==> src/sv/pft_pkg.sv <==
package pft_pkg;

    localparam int unsigned PROC_ID_W = 2;
    localparam int unsigned VADDR_W   = 32;
    localparam int unsigned PADDR_W   = 18;
    localparam int unsigned FRAME_W   = 6;

    typedef struct packed {
        logic [PROC_ID_W-1:0] proc_id;
        logic [VADDR_W-1:0]   virt_addr;
    } pft_in_t;

    typedef struct packed {
        logic [PADDR_W-1:0] phys_addr;
        logic [FRAME_W-1:0] frame_used;
        logic               was_hit;
        logic               evicted_valid;
    } pft_out_t;

    typedef struct packed {
        logic clear;
        logic capture;
        logic lookup;
        logic update;
        logic rd_pn;
        logic unlink;
        logic link_f;
        logic link_h;
    } pft_cmd_t;

    typedef struct packed {
        logic hit;
        logic lru;
        logic is_head;
        logic clr_last;
    } pft_sts_t;

    typedef enum logic [7:0] {
        ST_INIT   = 8'b00000001,
        ST_IDLE   = 8'b00000010,
        ST_LOOKUP = 8'b00000100,
        ST_DECIDE = 8'b00001000,
        ST_UNLINK = 8'b00010000,
        ST_LINKF  = 8'b00100000,
        ST_LINKH  = 8'b01000000,
        ST_OUT    = 8'b10000000
    } pft_state_t;

endpackage

==> src/sv/pft_ctrl.sv <==
module pft_ctrl
(
    input  logic                clk,
    input  logic                rst_n,
    input  logic                in_valid,
    output logic                in_stall,
    output logic                out_valid,
    input  logic                out_stall,
    input  pft_pkg::pft_sts_t   sts,
    output pft_pkg::pft_cmd_t   cmd
);

    pft_pkg::pft_state_t state_reg, state_next;

    always_ff @(posedge clk or negedge rst_n)
    begin
        if (!rst_n)
        begin
            state_reg <= pft_pkg::ST_INIT;
        end
        else
        begin
            state_reg <= state_next;
        end
    end

    assign in_stall  = (state_reg != pft_pkg::ST_IDLE);
    assign out_valid = (state_reg == pft_pkg::ST_OUT);

    always_comb
    begin
        state_next = state_reg;
        cmd = '0;
        case (state_reg)
            pft_pkg::ST_INIT:
            begin
                cmd.clear = 1'b1;
                if (sts.clr_last)
                begin
                    state_next = pft_pkg::ST_IDLE;
                end
            end
            pft_pkg::ST_IDLE:
            begin
                if (in_valid)
                begin
                    cmd.capture = 1'b1;
                    state_next = pft_pkg::ST_LOOKUP;
                end
            end
            pft_pkg::ST_LOOKUP:
            begin
                cmd.lookup = 1'b1;
                state_next = pft_pkg::ST_DECIDE;
            end
            pft_pkg::ST_DECIDE:
            begin
                cmd.update = 1'b1;
                if (sts.hit && sts.lru && !sts.is_head)
                begin
                    cmd.rd_pn = 1'b1;
                    state_next = pft_pkg::ST_UNLINK;
                end
                else
                begin
                    state_next = pft_pkg::ST_OUT;
                end
            end
            pft_pkg::ST_UNLINK:
            begin
                cmd.unlink = 1'b1;
                state_next = pft_pkg::ST_LINKF;
            end
            pft_pkg::ST_LINKF:
            begin
                cmd.link_f = 1'b1;
                state_next = pft_pkg::ST_LINKH;
            end
            pft_pkg::ST_LINKH:
            begin
                cmd.link_h = 1'b1;
                state_next = pft_pkg::ST_OUT;
            end
            pft_pkg::ST_OUT:
            begin
                if (!out_stall)
                begin
                    state_next = pft_pkg::ST_IDLE;
                end
            end
            default:
            begin
                state_next = pft_pkg::ST_IDLE;
            end
        endcase
    end

    a_out_only_in_out: assert property (@(posedge clk) disable iff (!rst_n)
        out_valid |-> in_stall) else $error("out_valid while idle");
    a_decide_after_lookup: assert property (@(posedge clk) disable iff (!rst_n)
        state_reg == pft_pkg::ST_DECIDE |-> $past(state_reg) == pft_pkg::ST_LOOKUP)
        else $error("decide without lookup");
    a_linkh_after_linkf: assert property (@(posedge clk) disable iff (!rst_n)
        state_reg == pft_pkg::ST_LINKH |-> $past(state_reg) == pft_pkg::ST_LINKF)
        else $error("link out of order");
    a_state_onehot: assert property (@(posedge clk) disable iff (!rst_n)
        $onehot(state_reg)) else $error("state not one-hot");
    a_out_hold: assert property (@(posedge clk) disable iff (!rst_n)
        out_valid && out_stall |=> out_valid) else $error("stalled beat dropped");

endmodule

==> src/sv/pft_dpath.sv <==
module pft_dpath
#(
    parameter int unsigned FRAME_COUNT = 64,
    parameter int unsigned PROC_COUNT  = 4,
    parameter int unsigned OFFSET_BITS = 12
)
(
    input  logic                clk,
    input  logic                rst_n,
    input  logic                policy_we,
    input  logic                policy_wdata,
    input  pft_pkg::pft_in_t    in_data,
    input  pft_pkg::pft_cmd_t   cmd,
    output pft_pkg::pft_sts_t   sts,
    output pft_pkg::pft_out_t   out_data
);

    localparam int unsigned FW = (FRAME_COUNT > 1) ? $clog2(FRAME_COUNT) : 1;
    localparam int unsigned VPW = pft_pkg::VADDR_W - OFFSET_BITS;
    localparam int unsigned PW = pft_pkg::PROC_ID_W;
    localparam int unsigned PAW = FW + OFFSET_BITS;

    logic                   policy_reg;
    logic [FRAME_COUNT-1:0] in_use_reg;
    logic [PW-1:0]          owner_reg [FRAME_COUNT];
    logic [VPW-1:0]         vpage_reg [FRAME_COUNT];
    logic [FW-1:0]          next_mem  [FRAME_COUNT];
    logic [FW-1:0]          prev_mem  [FRAME_COUNT];
    logic [FW-1:0]          oldest_reg;
    logic [FW-1:0]          clr_reg;

    logic [PW-1:0]          pid_reg;
    logic [VPW-1:0]         vp_reg;
    logic [OFFSET_BITS-1:0] off_reg;
    logic                   hit_reg;
    logic                   evict_reg;
    logic [FW-1:0]          frame_reg;
    logic [FW-1:0]          hp_reg;
    logic [FW-1:0]          nrd_reg, prd_reg;

    logic [FRAME_COUNT-1:0] match;
    logic [FW-1:0]          mfr;
    logic                   mhit;
    logic [PW-1:0]          pid_in;

    logic [FW-1:0]          nwa, nwd, pwa, pwd, nra, pra;
    logic                   nwe, pwe;

    function automatic logic [FW-1:0] fadd(input logic [FW-1:0] a, input logic up);
        logic [FW:0] s;
        begin
            if (up)
            begin
                s = {1'b0, a} + 1'b1;
                if (s == (FW+1)'(FRAME_COUNT)) s = '0;
            end
            else
            begin
                s = (a == '0) ? (FW+1)'(FRAME_COUNT - 1) : ({1'b0, a} - 1'b1);
            end
            fadd = s[FW-1:0];
        end
    endfunction

    // proc_id is narrow, so one compare and subtract reduces it
    always_comb
    begin
        pid_in = in_data.proc_id;
        if (PROC_COUNT == 1)
        begin
            pid_in = '0;
        end
        else if (PROC_COUNT < (1 << PW) && in_data.proc_id >= PW'(PROC_COUNT))
        begin
            pid_in = in_data.proc_id - PW'(PROC_COUNT);
        end
    end

    always_comb
    begin
        for (int i = 0; i < FRAME_COUNT; i++)
        begin
            match[i] = in_use_reg[i] && owner_reg[i] == pid_reg && vpage_reg[i] == vp_reg;
        end
    end

    always_comb
    begin
        mfr = '0;
        mhit = 1'b0;
        for (int i = FRAME_COUNT - 1; i >= 0; i--)
        begin
            if (match[i])
            begin
                mfr = FW'(i);
                mhit = 1'b1;
            end
        end
    end

    assign sts.hit      = hit_reg;
    assign sts.lru      = policy_reg;
    assign sts.is_head  = (frame_reg == oldest_reg);
    assign sts.clr_last = (clr_reg == FW'(FRAME_COUNT - 1));

    always_ff @(posedge clk or negedge rst_n)
    begin
        if (!rst_n)
        begin
            policy_reg <= 1'b1;
            in_use_reg <= '0;
            oldest_reg <= '0;
            clr_reg    <= '0;
        end
        else
        begin
            if (policy_we)
            begin
                policy_reg <= policy_wdata;
            end
            if (cmd.clear)
            begin
                clr_reg <= clr_reg + 1'b1;
            end
            if (cmd.update)
            begin
                if (!hit_reg)
                begin
                    in_use_reg[frame_reg] <= 1'b1;
                    oldest_reg <= nrd_reg;
                end
                else if (policy_reg && frame_reg == oldest_reg)
                begin
                    oldest_reg <= nrd_reg;
                end
            end
        end
    end

    // next/prev memories: one write port each, registered read
    // reads default to the oldest frame, so its links land in DECIDE
    always_comb
    begin
        nra = oldest_reg;
        pra = oldest_reg;
        if (cmd.rd_pn)
        begin
            nra = frame_reg;
            pra = frame_reg;
        end
        nwe = 1'b0;
        pwe = 1'b0;
        nwa = clr_reg;
        nwd = fadd(clr_reg, 1'b1);
        pwa = clr_reg;
        pwd = fadd(clr_reg, 1'b0);
        if (cmd.clear)
        begin
            nwe = 1'b1;
            pwe = 1'b1;
        end
        if (cmd.unlink)
        begin
            nwe = 1'b1;
            nwa = prd_reg;
            nwd = nrd_reg;
            pwe = 1'b1;
            pwa = nrd_reg;
            pwd = prd_reg;
        end
        if (cmd.link_f)
        begin
            nwe = 1'b1;
            nwa = frame_reg;
            nwd = oldest_reg;
            pwe = 1'b1;
            pwa = frame_reg;
            pwd = hp_reg;
        end
        if (cmd.link_h)
        begin
            nwe = 1'b1;
            nwa = hp_reg;
            nwd = frame_reg;
            pwe = 1'b1;
            pwa = oldest_reg;
            pwd = frame_reg;
        end
    end

    always_ff @(posedge clk)
    begin
        nrd_reg <= next_mem[nra];
        prd_reg <= prev_mem[pra];
        if (nwe) next_mem[nwa] <= nwd;
        if (pwe) prev_mem[pwa] <= pwd;
    end

    always_ff @(posedge clk)
    begin
        if (cmd.capture)
        begin
            pid_reg <= pid_in;
            vp_reg  <= in_data.virt_addr[pft_pkg::VADDR_W-1:OFFSET_BITS];
            off_reg <= in_data.virt_addr[OFFSET_BITS-1:0];
        end
        if (cmd.lookup)
        begin
            hit_reg   <= mhit;
            frame_reg <= mhit ? mfr : oldest_reg;
            evict_reg <= !mhit && in_use_reg[oldest_reg];
        end
        if (cmd.update && !hit_reg)
        begin
            owner_reg[frame_reg] <= pid_reg;
            vpage_reg[frame_reg] <= vp_reg;
        end
        // prev of the oldest frame, taken again if the unlink rewrites it
        if (cmd.rd_pn)
        begin
            hp_reg <= prd_reg;
        end
        else if (cmd.unlink && nrd_reg == oldest_reg)
        begin
            hp_reg <= prd_reg;
        end
    end

    logic [PAW-1:0] pa_full;
    assign pa_full = {frame_reg, off_reg};
    assign out_data.phys_addr     = pft_pkg::PADDR_W'(pa_full);
    assign out_data.frame_used    = pft_pkg::FRAME_W'(frame_reg);
    assign out_data.was_hit       = hit_reg;
    assign out_data.evicted_valid = evict_reg;

endmodule

==> src/sv/page_frame_translate_fifo_lru_unit.sv <==
// Page frame translator with FIFO or LRU replacement.
// Input channel in_valid/in_stall carries proc_id and virt_addr per beat.
// Output channel out_valid/out_stall returns phys_addr, frame_used,
// was_hit and evicted_valid, one result beat per input beat.
// policy_we/policy_wdata writes replacement_policy (0 FIFO, 1 LRU); write it
// only while no beat is in flight.
// One item in flight: a lookup compares all frames in parallel, and the
// linked-list order memories (one write port each) hold the replacement order.
// Steps: the accepting edge enters LOOKUP, then DECIDE; faults and hits that
// leave the order alone or hit the oldest frame go on to OUT, while an LRU
// hit that moves a frame off the middle of the order passes UNLINK, LINKF
// and LINKH first. The next beat is accepted the cycle after the result beat.
// Reset empties all frames, sets LRU policy and the oldest pointer to 0; a
// clearing pass over every frame then builds the identity ring, with
// in_stall high throughout.
// While out_stall is high the result holds and in_stall stays high.
module page_frame_translate_fifo_lru_unit
#(
    parameter int unsigned FRAME_COUNT = 64,
    parameter int unsigned PROC_COUNT  = 4,
    parameter int unsigned OFFSET_BITS = 12
)
(
    input  logic              clk,
    input  logic              rst_n,
    input  logic              policy_we,
    input  logic              policy_wdata,
    input  logic              in_valid,
    output logic              in_stall,
    input  pft_pkg::pft_in_t  in_data,
    output logic              out_valid,
    input  logic              out_stall,
    output pft_pkg::pft_out_t out_data
);

    pft_pkg::pft_cmd_t cmd;
    pft_pkg::pft_sts_t sts;

    pft_ctrl u_ctrl
    (
        .clk       (clk),
        .rst_n     (rst_n),
        .in_valid  (in_valid),
        .in_stall  (in_stall),
        .out_valid (out_valid),
        .out_stall (out_stall),
        .sts       (sts),
        .cmd       (cmd)
    );

    pft_dpath #(
        .FRAME_COUNT (FRAME_COUNT),
        .PROC_COUNT  (PROC_COUNT),
        .OFFSET_BITS (OFFSET_BITS)
    ) u_dpath
    (
        .clk          (clk),
        .rst_n        (rst_n),
        .policy_we    (policy_we),
        .policy_wdata (policy_wdata),
        .in_data      (in_data),
        .cmd          (cmd),
        .sts          (sts),
        .out_data     (out_data)
    );

endmodule
==> config.mk <==
export PLATFORM = sky130hd
export DESIGN_NAME = page_frame_translate_fifo_lru_unit
export DESIGN_NICKNAME = d
export VERILOG_FILES = /design/src/sv/pft_pkg.sv /design/src/sv/pft_ctrl.sv /design/src/sv/pft_dpath.sv /design/src/sv/page_frame_translate_fifo_lru_unit.sv
export SDC_FILE = /design/constraint.sdc
export NUM_CORES = 2
export LEC_CHECK = 0
export ABC_AREA = 1
export BUFFER_PORTS_ARGS = -buffer_cell sky130_fd_sc_hd__clkbuf_2
export CAP_MARGIN = 20
export CORE_AREA = 4 4 446 448
export DETAILED_ROUTE_END_ITERATION = 12
export DIE_AREA = 0 0 450 452
export PLACE_DENSITY = 0.68
export SLEW_MARGIN = 20
export SYNTH_ARGS = -nofsm -noshare
export SYNTH_HDL_FRONTEND = slang
export SYNTH_HIERARCHICAL = 1
export SYNTH_SLANG_ARGS = --single-unit
export TNS_END_PERCENT = 30
==> constraint.sdc <==
create_clock -name clk -period 5.1 [get_ports clk]
set_clock_uncertainty 0.1 [all_clocks]
set_input_delay 1.02 -clock clk [delete_from_list [all_inputs] [get_ports clk]]
set_output_delay 1.02 -clock clk [all_outputs]
set_load 0.02 [all_outputs]
==> impl_metrics.json <==
{
  "rsz0062_at_grt": "true",
  "p_sw_share_pct": 31.0,
  "htreeDepth": 4,
  "fmax_mhz": 182,
  "cp-start-kind": "register",
  "seq_power_share_pct": 43.2,
  "internal_power_w": 0.0349,
  "crit_type": "reg2reg",
  "power_density_nw_per_um2": 452,
  "grt_max_degree": 65,
  "fin_crit_sh_pct": 108,
  "final_layout_size_suffix_gt1_share_pct": 15.0,
  "ys_seq_area_share_pct": 71.2,
  "clkLatencyLatePin_ps": 880,
  "dr.pass1.iters": 8,
  "p_switching_w": 0.0157,
  "crit_path_end_kind": "register",
  "p_clk_share_pct": 33.9,
  "die_y_um": 452,
  "async_flop_share_pct": 3.66,
  "ioPinCount": 68,
  "fin_crit_ps": 5490,
  "final_nets": 7880,
  "synth_flop_cell": "edfxtp_1",
  "place_area_um2": 104000,
  "dr_total_vias": 67184,
  "setup_viol": 1,
  "status": "complete, but fails checks",
  "wl_mm": 300,
  "cpLargestDelayFamily": "simple AND/OR/NAND/NOR gates",
  "fillers": 15202,
  "violations": "setup timing",
  "cts_tree": "yes",
  "comb_power_share_pct": 22.8,
  "synthesis.nets": 7447,
  "grt_pass1_wl_mm": 434,
  "hold_path.class": "in2async",
  "power.total_w": 0.0505,
  "fin_ws_ps": -387,
  "globalRouteTotalUtil_pct": 28.8,
  "dp_slack_ps": -283,
  "syn_avg_cell_area_um2": 13.1,
  "path_buf_inv": 3,
  "io_buffers": 67,
  "drt_iter0_markers": 10027,
  "hold_violations": 0,
  "rr_worst_depth": 64,
  "largest_reg_flops": 1280,
  "critPathMaxStageDelay_ps": 480,
  "syn_to_final_growth_pct": 15.2,
  "clk_pin_slew_ps": 60,
  "worst-path-stages": 64,
  "design_area_um2": 112000,
  "finalSetupTns_ps": -387,
  "numCtsBuffers": 225,
  "core_area_um2": 195000,
  "dp_hpwl_mm": 189,
  "synth_top_area_share_pct": 68.8,
  "clock_tree.root_cell": "clkbuf_16",
  "cp_max_fo": 7,
  "synthCells": 7404,
  "slew_headroom_pct": 25.7,
  "finalWeightedCongestion": 0.966,
  "synth-edff-count": 2224,
  "cp.required_ps": 5630,
  "vias_per_cell": 6.34,
  "die-area_um2": 203000,
  "peakVddDrop_v": 0.000348,
  "antenna_found_initial": 18,
  "rows": 162,
  "crit_arrival_ps": 6020,
  "slew_viol_final": 0,
  "worstMarginPinSlew_ps": 1110,
  "yosys-top-cells-area": "edfxtp_1, o21ai_0, xor2_1, nor2_1, nand2_1",
  "clock-sinks": 2321,
  "synth_seq_cells": 2321,
  "ys_warn_count": 6,
  "hold_buffers": 0,
  "drc": 0,
  "syn_area_um2": 97100,
  "drt.antenna.violating_nets": 0,
  "p_leak_nw": 38.1,
  "grt_overflow": 0,
  "cp_slowest_cell": "edfxtp_1",
  "maxCapViolCount": 0,
  "crit_top_cell": "nand2_1",
  "grt_pass1_vias": 64050,
  "die_w_um": 450,
  "initial_core_util_pct": 49.9,
  "synth_cell_types": 64,
  "cts.path.max_buffers": 3,
  "synth_area_leader_cell": "edfxtp_1",
  "finalCoreUtilization_pct": 57.5,
  "wl_per_cell_um": 28.3
}
power groups by stage:
| stage | clock network (W) | registers (W) | logic, W |
|---|---|---|---|
| 4_1_cts | 0.0173 | 0.0218 | 0.0112 |
| 3_3_place_gp | 0 | 0.0222 | 0.0110 |
| 5_1_grt | 0.0181 | 0.0219 | 0.0121 |
| 3_5_place_dp | 0 | 0.0222 | 0.0111 |
| 2_1_floorplan | 0 | 0.0225 | 0.00570 |
| 6_report | 0.0172 | 0.0219 | 0.0115 |
Yosys cell counts (4+ instances only):
cell,n
a2111oi_0,24
a211oi_1,34
a21oi_1,63
a221o_1,23
a221oi_1,48
a22o_1,86
a31oi_1,8
and3_1,9
buf_1,54
buf_2,83
buf_4,35
buf_6,14
clkbuf_1,264
clkinv_1,6
dfrtp_1,83
dfxtp_1,12
edfxtp_1,2224
inv_1,214
inv_2,18
inv_4,5
nand2_1,758
nand3_1,165
nand4_1,100
nor2_1,782
nor2_2,6
nor2_4,4
nor3_1,37
nor4_1,179
nor4b_1,4
o2111a_1,6
o2111ai_1,61
o211ai_1,123
o21a_1,4
o21ai_0,769
o21ai_1,27
o221ai_1,114
o22ai_1,285
o31ai_1,5
or2_2,56
or4_1,5
xnor2_1,227
xor2_1,340
per-layer routing:
layer  global-route usage [%]  wire [um]  up-vias
li1                         -          -    28664
met1                     40.0     115000    33201
met2                     42.9     132000     4506
met3                     6.38      35700      809
met4                     14.8      17200        4
met5                        0         26        -
worst paths after layout:
path / startpoint / to / slack [ps]
min in group clk: in_data[1] / u_dpath/off_reg[1] / 230
max reg2reg: u_dpath/vp_reg[6] / u_dpath/frame_reg[0] / -390
min: rst_n / u_dpath/in_use_reg[7] / 100
min reg2reg: u_dpath/prd_reg[5] / u_dpath/hp_reg[5] / 340
max in group asynchronous: rst_n / u_dpath/in_use_reg[51] / 3750
max: u_dpath/vp_reg[6] / u_dpath/frame_reg[0] / -390
layout make-up:
class | count | area [um2] | share of cell area, %
clock buffer | 281 | 5970 | 5.34
inverter | 243 | 956 | 0.855
antenna | 30 | 75.1 | 0.0671
multi-input combinational | 4390 | 25400 | 22.7
timing repair buffer | 656 | 5450 | 4.88
clock inverter | 142 | 1660 | 1.48
tap | 2542 | 3180 | 2.84
sequential | 2321 | 69200 | 61.8
through the flow:
step                      hold WS, ps  std cells
after global routing              113      10603
final                            95.4      10605
after floorplan                   301       7404
after detailed placement          331      10135
after CTS                        65.8      10567
after global placement            315      10135
layout by cell type, fill, tap and decap left out, types with 31 or more instances in the layout:
cell type	netlist	routed
edfxtp_1	2224	2224
o21ai_0	769	757
nand2_1	758	746
nor2_1	782	718
buf_4	35	531
xor2_1	340	340
o22ai_1	285	285
clkbuf_16	0	226
xnor2_1	227	224
inv_1	214	210
nor4_1	179	176
nand3_1	165	165
o211ai_1	123	123
o221ai_1	114	114
nand4_1	100	100
a22o_1	86	86
dfrtp_1	83	82
nor2_2	6	69
clkbuf_2	0	66
a21oi_1	63	63
o2111ai_1	61	61
or2_2	56	56
buf_12	0	54
a221oi_1	48	47
clkbuf_1	264	44
clkinv_2	0	44
clkinv_1	6	42
nor3_1	37	36
a211oi_1	34	33
bufinv_16	0	31
logic make-up (layout without fill, tap and decap cells):
logic type,Yosys count,after routing,share of synthesized area (%)
buf+inv,693,1322,3.04
mux,1,1,0.0116
simple gates,2122,2122,9.51
fa+ha+maj,3,3,0.0387
compound gates,1697,1697,11.1
other cells,0,30,0
xor+xnor,567,567,5.11
flops,2321,2321,71.2
repair_timing:
action	in CTS	in global routing
setup buffers	9	8
endpoints found under the setup margin	1	1
pin swaps	6	5
resized for setup	22	6
(Power assumes the default switching activity.)
